==> config.mk <==
export PLATFORM = sky130hd
export DESIGN_NAME = glyph_bitmap_to_pixel_stream_unit
export DESIGN_NICKNAME = d
export VERILOG_FILES = /design/src/rtl/gbps_pkg.sv /design/src/rtl/gbps_ram.sv /design/src/rtl/gbps_fifo.sv /design/src/rtl/gbps_front.sv /design/src/rtl/gbps_back.sv /design/src/rtl/glyph_bitmap_to_pixel_stream_unit.sv
export SDC_FILE = /design/constraint.sdc
export NUM_CORES = 1
export LEC_CHECK = 0
export ABC_CLOCK_PERIOD_IN_PS = 3100
export BUFFER_PORTS_ARGS = -buffer_cell sky130_fd_sc_hd__buf_4
export CAP_MARGIN = 15
export CORE_MARGIN = 4
export CORE_UTILIZATION = 59
export CTS_BUF_LIST = sky130_fd_sc_hd__clkbuf_16
export DETAILED_ROUTE_END_ITERATION = 8
export HOLD_SLACK_MARGIN = 0.02
export PLACE_DENSITY = 0.77
export RECOVER_POWER = 25
export SYNTH_ARGS = -nofsm -noshare
export SYNTH_HDL_FRONTEND = slang
export SYNTH_SLANG_ARGS = --single-unit
==> constraint.sdc <==
create_clock -name clk_i -period 3.1 [get_ports clk_i]
set_input_delay 0.62 -clock clk_i [delete_from_list [all_inputs] [get_ports clk_i]]
set_output_delay 0.62 -clock clk_i [all_outputs]
set_load 0.01 [all_outputs]
==> src/rtl/gbps_pkg.sv <==
// Package for the glyph bitmap to pixel stream unit.
// Holds field widths, register indexes, reset values and the beat types.
// No dependencies.
`default_nettype none

package gbps_pkg;

  // Fixed field widths.
  localparam int unsigned WidthW   = 6;
  localparam int unsigned HeightW  = 7;
  localparam int unsigned ColorW   = 16;
  localparam int unsigned ByteW    = 8;
  localparam int unsigned BitIdxW  = 3;
  localparam int unsigned NpixW    = 4;
  localparam int unsigned RowW     = 6;
  localparam int unsigned CfgIdxW  = 3;
  localparam int unsigned CfgDataW = 16;

  // Tallest glyph the row counter supports.
  localparam int unsigned MaxHeight = 64;

  // Register indexes.
  localparam logic [CfgIdxW-1:0] CfgGlyphWidth  = 3'd0;
  localparam logic [CfgIdxW-1:0] CfgGlyphHeight = 3'd1;
  localparam logic [CfgIdxW-1:0] CfgFgColor     = 3'd2;
  localparam logic [CfgIdxW-1:0] CfgBgColor     = 3'd3;
  localparam logic [CfgIdxW-1:0] CfgDoubleHt    = 3'd4;

  // Register reset values.
  localparam logic [WidthW-1:0]  RstGlyphWidth  = 6'd8;
  localparam logic [HeightW-1:0] RstGlyphHeight = 7'd16;
  localparam logic [ColorW-1:0]  RstFgColor     = 16'hFFFF;
  localparam logic [ColorW-1:0]  RstBgColor     = 16'h0000;

  typedef struct packed {
    logic [WidthW-1:0]  glyph_width;
    logic [HeightW-1:0] glyph_height;
    logic [ColorW-1:0]  fg_color;
    logic [ColorW-1:0]  bg_color;
    logic               double_height;
  } cfg_t;

  // One classified bitmap byte, handed from the front to the back.
  typedef struct packed {
    logic [ByteW-1:0]  glyph_byte;
    logic [WidthW-1:0] start;      // first pixel column of this byte
    logic [NpixW-1:0]  npix;       // used bits in this byte, 0 to 8
    logic [WidthW-1:0] width;      // effective row width for the repeat pass
    logic              rep_row;    // replay the row after this byte
    logic              glyph_end;  // this byte closes the glyph
  } cmd_t;

  // One output pixel beat.
  typedef struct packed {
    logic [ColorW-1:0] color;
    logic              is_repeat;
    logic              last;
  } pix_t;

  localparam int unsigned CmdW = $bits(cmd_t);
  localparam int unsigned PixW = $bits(pix_t);

endpackage

`default_nettype wire

==> src/rtl/gbps_ram.sv <==
// Generic single-write, single-read RAM with registered read data.
// No dependencies.
`default_nettype none

module gbps_ram #(
  parameter int unsigned WIDTH = 1,
  parameter int unsigned DEPTH = 48
) (
  input  wire logic                     clk_i,
  input  wire logic                     we_i,
  input  wire logic [$clog2(DEPTH)-1:0] waddr_i,
  input  wire logic [WIDTH-1:0]         wdata_i,
  input  wire logic                     re_i,
  input  wire logic [$clog2(DEPTH)-1:0] raddr_i,
  output logic      [WIDTH-1:0]         rdata_o
);

  logic [WIDTH-1:0] mem_q [DEPTH];

  // Write port and registered read port.
  always_ff @(posedge clk_i) begin
    if (we_i) begin
      mem_q[waddr_i] <= wdata_i;
    end
    if (re_i) begin
      rdata_o <= mem_q[raddr_i];
    end
  end

endmodule

`default_nettype wire

==> src/rtl/gbps_fifo.sv <==
// Small register FIFO used for the command queue and the pixel queue.
// DEPTH must be a power of two, at least two. No dependencies.
`default_nettype none

module gbps_fifo #(
  parameter int unsigned WIDTH = 8,
  parameter int unsigned DEPTH = 2
) (
  input  wire logic                       clk_i,
  input  wire logic                       rst_ni,
  input  wire logic                       push_i,
  input  wire logic [WIDTH-1:0]           wdata_i,
  input  wire logic                       pop_i,
  output logic      [WIDTH-1:0]           rdata_o,
  output logic      [$clog2(DEPTH+1)-1:0] count_o
);

  localparam int unsigned PtrW = $clog2(DEPTH);
  localparam int unsigned CntW = $clog2(DEPTH + 1);

  logic [WIDTH-1:0] mem_q [DEPTH];
  logic [PtrW-1:0]  wr_ptr_q, wr_ptr_d;
  logic [PtrW-1:0]  rd_ptr_q, rd_ptr_d;
  logic [CntW-1:0]  count_q, count_d;

  // Pointer and fill count update; callers never push when full or pop when empty.
  always_comb begin
    wr_ptr_d = wr_ptr_q;
    rd_ptr_d = rd_ptr_q;
    count_d  = count_q;
    if (push_i) begin
      wr_ptr_d = wr_ptr_q + PtrW'(1);
    end
    if (pop_i) begin
      rd_ptr_d = rd_ptr_q + PtrW'(1);
    end
    if (push_i && !pop_i) begin
      count_d = count_q + CntW'(1);
    end else if (!push_i && pop_i) begin
      count_d = count_q - CntW'(1);
    end
  end

  always_ff @(posedge clk_i or negedge rst_ni) begin
    if (!rst_ni) begin
      wr_ptr_q <= '0;
      rd_ptr_q <= '0;
      count_q  <= '0;
    end else begin
      wr_ptr_q <= wr_ptr_d;
      rd_ptr_q <= rd_ptr_d;
      count_q  <= count_d;
    end
  end

  // Storage needs no reset.
  always_ff @(posedge clk_i) begin
    if (push_i) begin
      mem_q[wr_ptr_q] <= wdata_i;
    end
  end

  assign rdata_o = mem_q[rd_ptr_q];
  assign count_o = count_q;

endmodule

`default_nettype wire

==> src/rtl/gbps_front.sv <==
// Front end: accepts bitmap bytes, tracks row and byte position, and
// classifies each byte into a command for the back end. Uses gbps_pkg.
`default_nettype none

module gbps_front
  import gbps_pkg::*;
#(
  parameter int unsigned MAX_WIDTH = 48
) (
  input  wire logic             clk_i,
  input  wire logic             rst_ni,
  input  wire cfg_t             cfg_i,
  input  wire logic             push_i,
  input  wire logic [ByteW-1:0] glyph_byte_i,
  input  wire logic             cmd_full_i,
  output logic                  cmd_push_o,
  output cmd_t                  cmd_o
);

  logic [RowW-1:0]    row_q, row_d;
  logic [BitIdxW-1:0] byte_q, byte_d;

  logic               accept;
  logic [WidthW-1:0]  width;
  logic [HeightW-1:0] height;
  logic [HeightW-1:0] width_sum;
  logic [NpixW-1:0]   bytes_per_row;
  logic [WidthW-1:0]  start;
  logic [WidthW-1:0]  remain;
  logic [NpixW-1:0]   npix;
  logic               row_end;
  logic               glyph_end;

  assign accept = push_i && !cmd_full_i;

  // Clamp the geometry registers to the supported range.
  always_comb begin
    if (cfg_i.glyph_width == '0) begin
      width = WidthW'(1);
    end else if (cfg_i.glyph_width > WidthW'(MAX_WIDTH)) begin
      width = WidthW'(MAX_WIDTH);
    end else begin
      width = cfg_i.glyph_width;
    end
    if (cfg_i.glyph_height == '0) begin
      height = HeightW'(1);
    end else if (cfg_i.glyph_height > HeightW'(MaxHeight)) begin
      height = HeightW'(MaxHeight);
    end else begin
      height = cfg_i.glyph_height;
    end
  end

  // Classify the byte at the current position.
  always_comb begin
    width_sum     = {1'b0, width} + HeightW'(ByteW - 1);
    bytes_per_row = width_sum[HeightW-1:BitIdxW];
    start         = {byte_q, BitIdxW'(0)};
    remain        = (width > start) ? (width - start) : '0;
    npix          = (remain >= WidthW'(ByteW)) ? NpixW'(ByteW) : remain[NpixW-1:0];
    row_end       = ({1'b0, byte_q} + NpixW'(1)) >= bytes_per_row;
    glyph_end     = row_end && (({1'b0, row_q} + HeightW'(1)) >= height);
  end

  always_comb begin
    cmd_o.glyph_byte = glyph_byte_i;
    cmd_o.start      = start;
    cmd_o.npix       = npix;
    cmd_o.width      = width;
    cmd_o.rep_row    = row_end && cfg_i.double_height;
    cmd_o.glyph_end  = glyph_end;
  end

  assign cmd_push_o = accept;

  // Position counters advance with each accepted byte.
  always_comb begin
    row_d  = row_q;
    byte_d = byte_q;
    if (accept) begin
      if (!row_end) begin
        byte_d = byte_q + BitIdxW'(1);
      end else begin
        byte_d = '0;
        row_d  = glyph_end ? '0 : row_q + RowW'(1);
      end
    end
  end

  always_ff @(posedge clk_i or negedge rst_ni) begin
    if (!rst_ni) begin
      row_q  <= '0;
      byte_q <= '0;
    end else begin
      row_q  <= row_d;
      byte_q <= byte_d;
    end
  end

endmodule

`default_nettype wire

==> src/rtl/gbps_back.sv <==
// Back end: expands commands into pixels, one per cycle unless stalled,
// keeps the row in a line store, replays it. Uses gbps_pkg, gbps_ram.
`default_nettype none

module gbps_back
  import gbps_pkg::*;
#(
  parameter int unsigned MAX_WIDTH = 48,
  parameter int unsigned OUT_DEPTH = 4
) (
  input  wire logic                           clk_i,
  input  wire logic                           rst_ni,
  input  wire cfg_t                           cfg_i,
  input  wire cmd_t                           cmd_i,
  input  wire logic                           cmd_empty_i,
  output logic                                cmd_pop_o,
  input  wire logic [$clog2(OUT_DEPTH+1)-1:0] out_count_i,
  output logic                                out_push_o,
  output pix_t                                out_pix_o
);

  localparam int unsigned AddrW   = $clog2(MAX_WIDTH);
  localparam int unsigned OutCntW = $clog2(OUT_DEPTH + 1);
  localparam int unsigned OccW    = OutCntW + 1;

  typedef enum logic [1:0] {
    StIdle,
    StByte,
    StRep
  } state_e;

  state_e             state_q, state_d;
  cmd_t               cmd_q, cmd_d;
  logic [BitIdxW-1:0] k_q, k_d;
  logic [WidthW-1:0]  j_q, j_d;
  logic               pix_valid_q, pix_valid_d;
  logic               pix_ram_q, pix_ram_d;
  logic               pix_bit_q, pix_bit_d;
  logic               pix_rep_q, pix_rep_d;
  logic               pix_last_q, pix_last_d;

  logic              credit;
  logic              load;
  logic              byte_done;
  logic              last_k;
  logic              last_j;
  logic              ram_we;
  logic              ram_re;
  logic [WidthW-1:0] waddr_full;
  logic              ram_rdata;
  logic              cur_bit;

  // Issue only while the pixel queue has room for the beat in flight too.
  assign credit = ({1'b0, out_count_i} + OccW'(pix_valid_q)) < OccW'(OUT_DEPTH);

  assign last_k     = ({1'b0, k_q} == (cmd_q.npix - NpixW'(1)));
  assign last_j     = (j_q == (cmd_q.width - WidthW'(1)));
  assign waddr_full = cmd_q.start + WidthW'(k_q);
  assign cur_bit    = cmd_q.glyph_byte[BitIdxW'(ByteW - 1) - k_q];

  // Sequencer: byte pixels, then the optional replay of the whole row.
  always_comb begin
    state_d     = state_q;
    cmd_d       = cmd_q;
    k_d         = k_q;
    j_d         = j_q;
    pix_valid_d = 1'b0;
    pix_ram_d   = 1'b0;
    pix_bit_d   = pix_bit_q;
    pix_rep_d   = pix_rep_q;
    pix_last_d  = pix_last_q;
    load        = 1'b0;
    byte_done   = 1'b0;
    ram_we      = 1'b0;
    ram_re      = 1'b0;
    unique case (state_q)
      StIdle: begin
        load = !cmd_empty_i;
      end
      StByte: begin
        if (cmd_q.npix == '0) begin
          byte_done = 1'b1;
        end else if (credit) begin
          ram_we      = 1'b1;
          pix_valid_d = 1'b1;
          pix_bit_d   = cur_bit;
          pix_rep_d   = 1'b0;
          pix_last_d  = cmd_q.glyph_end && !cmd_q.rep_row && last_k;
          k_d         = k_q + BitIdxW'(1);
          byte_done   = last_k;
        end
        if (byte_done) begin
          if (cmd_q.rep_row) begin
            state_d = StRep;
            j_d     = '0;
          end else begin
            load    = !cmd_empty_i;
            state_d = StIdle;
          end
        end
      end
      StRep: begin
        if (credit) begin
          ram_re      = 1'b1;
          pix_valid_d = 1'b1;
          pix_ram_d   = 1'b1;
          pix_rep_d   = 1'b1;
          pix_last_d  = cmd_q.glyph_end && last_j;
          j_d         = j_q + WidthW'(1);
          if (last_j) begin
            load    = !cmd_empty_i;
            state_d = StIdle;
          end
        end
      end
      default: begin
        state_d = StIdle;
      end
    endcase
    if (load) begin
      cmd_d   = cmd_i;
      k_d     = '0;
      state_d = StByte;
    end
  end

  always_ff @(posedge clk_i or negedge rst_ni) begin
    if (!rst_ni) begin
      state_q     <= StIdle;
      cmd_q       <= '0;
      k_q         <= '0;
      j_q         <= '0;
      pix_valid_q <= 1'b0;
      pix_ram_q   <= 1'b0;
      pix_bit_q   <= 1'b0;
      pix_rep_q   <= 1'b0;
      pix_last_q  <= 1'b0;
    end else begin
      state_q     <= state_d;
      cmd_q       <= cmd_d;
      k_q         <= k_d;
      j_q         <= j_d;
      pix_valid_q <= pix_valid_d;
      pix_ram_q   <= pix_ram_d;
      pix_bit_q   <= pix_bit_d;
      pix_rep_q   <= pix_rep_d;
      pix_last_q  <= pix_last_d;
    end
  end

  assign cmd_pop_o = load;

  // Line store of the current row, one bit per column.
  gbps_ram #(
    .WIDTH (1),
    .DEPTH (MAX_WIDTH)
  ) u_line_store (
    .clk_i   (clk_i),
    .we_i    (ram_we),
    .waddr_i (waddr_full[AddrW-1:0]),
    .wdata_i (cur_bit),
    .re_i    (ram_re),
    .raddr_i (j_q[AddrW-1:0]),
    .rdata_o (ram_rdata)
  );

  // Color lookup on the staged beat.
  always_comb begin
    out_pix_o.color     = (pix_ram_q ? ram_rdata : pix_bit_q) ? cfg_i.fg_color
                                                              : cfg_i.bg_color;
    out_pix_o.is_repeat = pix_rep_q;
    out_pix_o.last      = pix_last_q;
  end

  assign out_push_o = pix_valid_q;

endmodule

`default_nettype wire

==> src/rtl/glyph_bitmap_to_pixel_stream_unit.sv <==
// Glyph bitmap to pixel stream unit, top level.
// Holds the configuration registers and joins front, command queue, back
// and pixel queue. Uses gbps_pkg, gbps_front, gbps_back and gbps_fifo.
// Usage:
//   Input channel: a bitmap byte beat is taken on a rising edge with push_i
//   high and full_o low. Rows are padded to whole bytes, MSB leftmost.
//   Output channel: while empty_o is low the oldest pixel beat sits on
//   pixel_color_o, is_repeat_o and last_pixel_o; pop_i takes it.
//   Configuration: cfg_we_i writes cfg_data_i into register cfg_idx_i
//   (0 width, 1 height, 2 foreground, 3 background, 4 double height);
//   write only while the unit is idle.
// Timing:
//   The first pixel of a byte passes the command queue, then the back end's
//   command register and staged beat register, then enters the pixel queue.
//   The back end issues one pixel per cycle while the pixel queue has room;
//   a row replay issues one per column; a byte with no used bits, none.
//   A two-entry command queue lets bytes be taken while the back end works.
// Reset clears both queues and the row and byte counters and restores the
// register defaults. When the receiver stalls, the pixel queue fills and the
// back end holds, then the command queue fills and full_o rises.
`default_nettype none

module glyph_bitmap_to_pixel_stream_unit
  import gbps_pkg::*;
#(
  parameter int unsigned MAX_WIDTH = 48
) (
  input  wire logic                clk_i,
  input  wire logic                rst_ni,
  input  wire logic                push_i,
  output logic                     full_o,
  input  wire logic [ByteW-1:0]    glyph_byte_i,
  output logic                     empty_o,
  input  wire logic                pop_i,
  output logic      [ColorW-1:0]   pixel_color_o,
  output logic                     is_repeat_o,
  output logic                     last_pixel_o,
  input  wire logic                cfg_we_i,
  input  wire logic [CfgIdxW-1:0]  cfg_idx_i,
  input  wire logic [CfgDataW-1:0] cfg_data_i
);

  localparam int unsigned CmdDepth = 2;
  localparam int unsigned OutDepth = 4;
  localparam int unsigned CmdCntW  = $clog2(CmdDepth + 1);
  localparam int unsigned OutCntW  = $clog2(OutDepth + 1);

  cfg_t               cfg_q;
  logic               cmd_push;
  cmd_t               cmd_in;
  cmd_t               cmd_out;
  logic               cmd_pop;
  logic [CmdCntW-1:0] cmd_count;
  logic               cmd_empty;
  logic               out_push;
  pix_t               out_pix;
  pix_t               out_head;
  logic               out_pop;
  logic [OutCntW-1:0] out_count;

  // Configuration registers.
  always_ff @(posedge clk_i or negedge rst_ni) begin
    if (!rst_ni) begin
      cfg_q.glyph_width   <= RstGlyphWidth;
      cfg_q.glyph_height  <= RstGlyphHeight;
      cfg_q.fg_color      <= RstFgColor;
      cfg_q.bg_color      <= RstBgColor;
      cfg_q.double_height <= 1'b0;
    end else if (cfg_we_i) begin
      unique case (cfg_idx_i)
        CfgGlyphWidth:  cfg_q.glyph_width   <= cfg_data_i[WidthW-1:0];
        CfgGlyphHeight: cfg_q.glyph_height  <= cfg_data_i[HeightW-1:0];
        CfgFgColor:     cfg_q.fg_color      <= cfg_data_i[ColorW-1:0];
        CfgBgColor:     cfg_q.bg_color      <= cfg_data_i[ColorW-1:0];
        CfgDoubleHt:    cfg_q.double_height <= cfg_data_i[0];
        default: begin
        end
      endcase
    end
  end

  assign full_o    = (cmd_count == CmdCntW'(CmdDepth));
  assign cmd_empty = (cmd_count == '0);

  gbps_front #(
    .MAX_WIDTH (MAX_WIDTH)
  ) u_front (
    .clk_i        (clk_i),
    .rst_ni       (rst_ni),
    .cfg_i        (cfg_q),
    .push_i       (push_i),
    .glyph_byte_i (glyph_byte_i),
    .cmd_full_i   (full_o),
    .cmd_push_o   (cmd_push),
    .cmd_o        (cmd_in)
  );

  gbps_fifo #(
    .WIDTH (CmdW),
    .DEPTH (CmdDepth)
  ) u_cmd_fifo (
    .clk_i   (clk_i),
    .rst_ni  (rst_ni),
    .push_i  (cmd_push),
    .wdata_i (cmd_in),
    .pop_i   (cmd_pop),
    .rdata_o (cmd_out),
    .count_o (cmd_count)
  );

  gbps_back #(
    .MAX_WIDTH (MAX_WIDTH),
    .OUT_DEPTH (OutDepth)
  ) u_back (
    .clk_i       (clk_i),
    .rst_ni      (rst_ni),
    .cfg_i       (cfg_q),
    .cmd_i       (cmd_out),
    .cmd_empty_i (cmd_empty),
    .cmd_pop_o   (cmd_pop),
    .out_count_i (out_count),
    .out_push_o  (out_push),
    .out_pix_o   (out_pix)
  );

  gbps_fifo #(
    .WIDTH (PixW),
    .DEPTH (OutDepth)
  ) u_out_fifo (
    .clk_i   (clk_i),
    .rst_ni  (rst_ni),
    .push_i  (out_push),
    .wdata_i (out_pix),
    .pop_i   (out_pop),
    .rdata_o (out_head),
    .count_o (out_count)
  );

  assign empty_o       = (out_count == '0);
  assign out_pop       = pop_i && !empty_o;
  assign pixel_color_o = out_head.color;
  assign is_repeat_o   = out_head.is_repeat;
  assign last_pixel_o  = out_head.last;

endmodule

`default_nettype wire

==> reports/results.env <==
STATUS='complete, no violations'
CLKLATENCYLATEPIN_NS=0.53
LEAK_PWR_nW=5.18
YOSYS.AREA.TOP_TYPE='edfxtp_1'
CAPTURING_INSTANCE_OR_PORT_OF_THE_CRITICAL_PATH='u_cmd_fifo.mem_q[0][0]'
GP_ROUTABILITY_CONGESTION=0.903
SYNTHARSTFLOPSHARE=0.386
CLK_PIN_SLEW_WORST_PATHS_NS=0.06
NUMBER_OF_DIODES_ADDED_FOR_ANTENNA_FIXING=0
FINAL_TNS_SETUP_NS=0
CRITPATHMAXSTAGEDELAY_NS=0.42
SYNTH_TOP_CELLS_BY_AREA='edfxtp_1 42%, dfrtp_1 18%, mux2_2 7.3%'
SYNTH-SEQ-AREA-SHARE=0.635
POST_SYNTH_NUM_CELL_TYPES=58
YOSYSWARNINGCOUNT=0
FINAL.MIN_CLOCK_PERIOD_NS=2.87
MAXIMUM_NUMBER_OF_PINS_ON_ONE_NET_BEFORE_GLOBAL_ROUTE_REPAIR=54
DIE_WIDTH_UM=151
DRT_PASS1_ITERATIONS=4
FIRST_ITER_VIOLATIONS=387
TIGHTEST_SLEW_MARGIN_RELATIVE_TO_THE_LIMIT=0.0834
CLK_ROOT_BUFFER_CELL='clkbuf_16'
START_UTIL=0.598
CELL_COUNT_AFTER_SYNTHESIS=807
IO_BUFFERS=51
MAX-VDD-IR-DROP_uV=770
YS_SEQ_ELEMENTS=272
NNETSFINAL=932
DPL.HPWL_UM=15400
POWER_PER_CELL_AREA_nW_PER_UM2=977
SYNTH_NETS=872
HOLDWS_NS=0.299
DRC_ERRORS=0
IO_PINS=52
FLOORPLAN.DIE.HEIGHT_UM=151
WORST_HOLD_PATH_TYPE='in -> reg'
COMMONEST_CELLS_AFTER_ROUTING_FILL_AND_TAPS_ASIDE='167 x edfxtp_1, 87 x dfrtp_1, 78 x mux2_2'
PLACE.DETAILED.INSTANCES=1108
CTS-BUFFERS-INSERTED=27
POST_SYNTH_EDFFS=167
SYNTHESIS.AREA_UM2=12100
YOSYS.AREA.TOP_TYPE_SHARE=0.416
TIGHTEST_SLEW_NS=1.37
GRT_FIRST_PASS_WIRELENGTH_UM=37700
REG2REG_SETUP_SLACK_NS=0.23
CLOCK_SINKS=272
FINAL_CELL_COUNT_NO_FILL=1158
CRITPATHREQUIREDTIME_NS=3.35
STARTPOINT_TYPE='flop'
CRIT_PATH_TOP_DELAY_CELL='clkbuf_1'
ANTENNA_FOUND_INITIAL=0
DESIGN.CORE.AREA_UM2=20200
MAXSLEWVIOLCOUNT=0
MOSTFREQUENTLAYOUTCELL='edfxtp_1'
FLOORPLAN.ROWS=52
AREA_DELTA_SYNTH_FINAL_PCT=13.2
PEAK_FREQ_GHz=0.348
FILLERINSTANCES=1383
HOLD_BUFFERS=0
CTS_RESIZED=0
SYNTH.AVG_CELL_AREA_UM2=15.0
VIAS_IN_THE_FIRST_GLOBAL_ROUTE=7223
MAXCAPVIOLATIONS=0
R2R_END='u_cmd_fifo.mem_q[0][0]'
NUM_VIAS=6838
CRIT_PATH_FROM='cfg_q[44]'
TIMING_HOLD_VIOLATIONS_FINAL=0
CTS.PATH.MAX_BUFFERS=3
CRIT_TYPE='reg -> reg'
GR-USAGE-ALL-LAYERS=0.211
DIEAREA_UM2=22800
FINALINSTANCEAREA_UM2=13700
WORST_R2R_STARTPOINT='cfg_q[44]'
WORSTPATHCELLLIST='clkbuf_1 > nand2_1 > nand2_1 > inv_1 > xnor2_1 > ha_1 > nand2b_1 > a21o_1 > a21o_1 > a21oi_2 > nor3_1'
CP.ARRIVAL_NS=3.13
DRIVE_GT1_FRAC=0.289
PLACED_CELL_AREA_UM2=12800
ORIGIN_OF_THE_WORST_MIN_DELAY_PATH='glyph_byte_i[3]'
CTS.HTREE.LEVELS=1
CTS_TREE='done'
GLOBALROUTEOVERFLOWTOTAL=0
AVGROUTEDWIREPERCELL_UM=20.1
DOMINANTREGCELLSYNTH='edfxtp_1'
VIA_PER_INST=5.91
POST-ROUTE-PERIOD-UTIL=0.927
RR_WORST_DEPTH=11
GRT_SETUP_UNREPAIRED='false'
CRITICAL_PATH_PEAK_FANOUT=10
NUMBER_OF_BUFFERS_INSERTED_TO_REPAIR_SETUP_AFTER_CTS=0
FINAL_SETUP_VIOLATING_ENDPOINTS=0
DRT.ANTENNA.VIOLATING_NETS=0
FINAL.SETUP_SKEW_NS=0.00884
CRIT_PATH_END_KIND='flop'
DRT-TOTAL-WL_UM=23300
-- kinds of logic (layout without fill, tap and decap cells) --
| group | after synthesis | count (layout) | share of synthesized area |
|---|---|---|---|
| compound gates | 81 | 81 | 0.0444 |
| xor+xnor | 30 | 30 | 0.0218 |
| fa+ha+maj | 33 | 33 | 0.0355 |
| flops | 272 | 272 | 0.635 |
| mux | 145 | 145 | 0.169 |
| other cells | 1 | 1 | 0.000311 |
| buf+inv | 58 | 139 | 0.0199 |
| simple gates | 187 | 187 | 0.0735 |
-- stage by stage --
stage | total power [mW] | setup slack, ns | util
finish | 13.3 | 0.226 | 0.677
global route | 14.1 | 0.0134 | 0.677
CTS | 13.4 | 0.0974 | 0.678
detailed placement | 10.1 | 0.189 | 0.634
global placement | 9.78 | 0.343 | 0.634
floorplan | 8.75 | 0.369 | -
-- how the worst min path moves through the flow --
stage | endpoint | slack, ns | cells after the start
6_report | u_cmd_fifo.mem_q[0][18] | 0.30 | 1
5_1_grt | u_cmd_fifo.mem_q[0][22] | 0.28 | 1
2_1_floorplan | cfg_q[0] | 0.32 | 0
3_3_place_gp | u_back.cmd_q[25] | 0.47 | 1
3_5_place_dp | u_back.cmd_q[24] | 0.48 | 1
4_1_cts | cfg_q[15] | 0.15 | 1
-- cell type report --
class,instances,area (um2),area share
Tap cell,270,338,0.0247
Clock buffer,27,676,0.0495
Multi-Input combinational cell,477,4190,0.306
Sequential cell,272,7660,0.561
Clock inverter,23,216,0.0158
Inverter,24,90.1,0.00660
Timing Repair Buffer,65,488,0.0357
-- per-layer routing --
layer	up-vias	GRT usage	share of wire
met5	-	0	0
met4	0	0.0544	0.015
met3	27	0.0278	0.042
met2	169	0.366	0.53
met1	3530	0.285	0.42
li1	3112	-	-
-- flip-flops by register name (all words and copies together), names as in the netlist, 2 cells and up --
| signal | flops |
|---|---|
| u_front.row_q | 6 |
| u_out_fifo.wr_ptr_q | 2 |
| cfg_q | 46 |
| u_cmd_fifo.count_o | 2 |
| u_front.byte_q | 3 |
| u_out_fifo.rd_ptr_q | 2 |
| u_back.cmd_q | 23 |
| u_back.k_q | 3 |
| u_out_fifo.count_o | 3 |
| u_cmd_fifo.mem_q | 46 |
| u_out_fifo.mem_q | 72 |
| u_back.u_line_store.mem_q | 48 |
| u_back.j_q | 6 |
| u_back.state_q | 2 |
-- worst max-delay path, delay by kind of cell, from the launching register on --
family / cells / cell delay (ns)
compound gates: 3 / 0.69
simple gates: 4 / 0.61
buf+inv: 2 / 0.53
flops: 1 / 0.34
fa+ha+maj: 1 / 0.25
xor+xnor: 1 / 0.18
-- cell usage after synthesis, types with 15 or more instances --
cell        n
mux4_2     35
edfxtp_1  167
nand2_1    37
ha_1       31
nor2_1     75
xnor2_1    17
clkbuf_1   25
mux2i_1    16
nand3_1    15
mux2_2     78
inv_1      24
o21ai_0    29
dfstp_2    18
dfrtp_1    87
-- power by group --
group,internal [mW],switching [mW],leakage (nW),total (mW)
sequential,5.05,0.664,2.78,5.72
combinational,2.08,2.30,1.95,4.38
clock,1.92,1.32,0.445,3.24
Power figures use the tool's default switching activity.
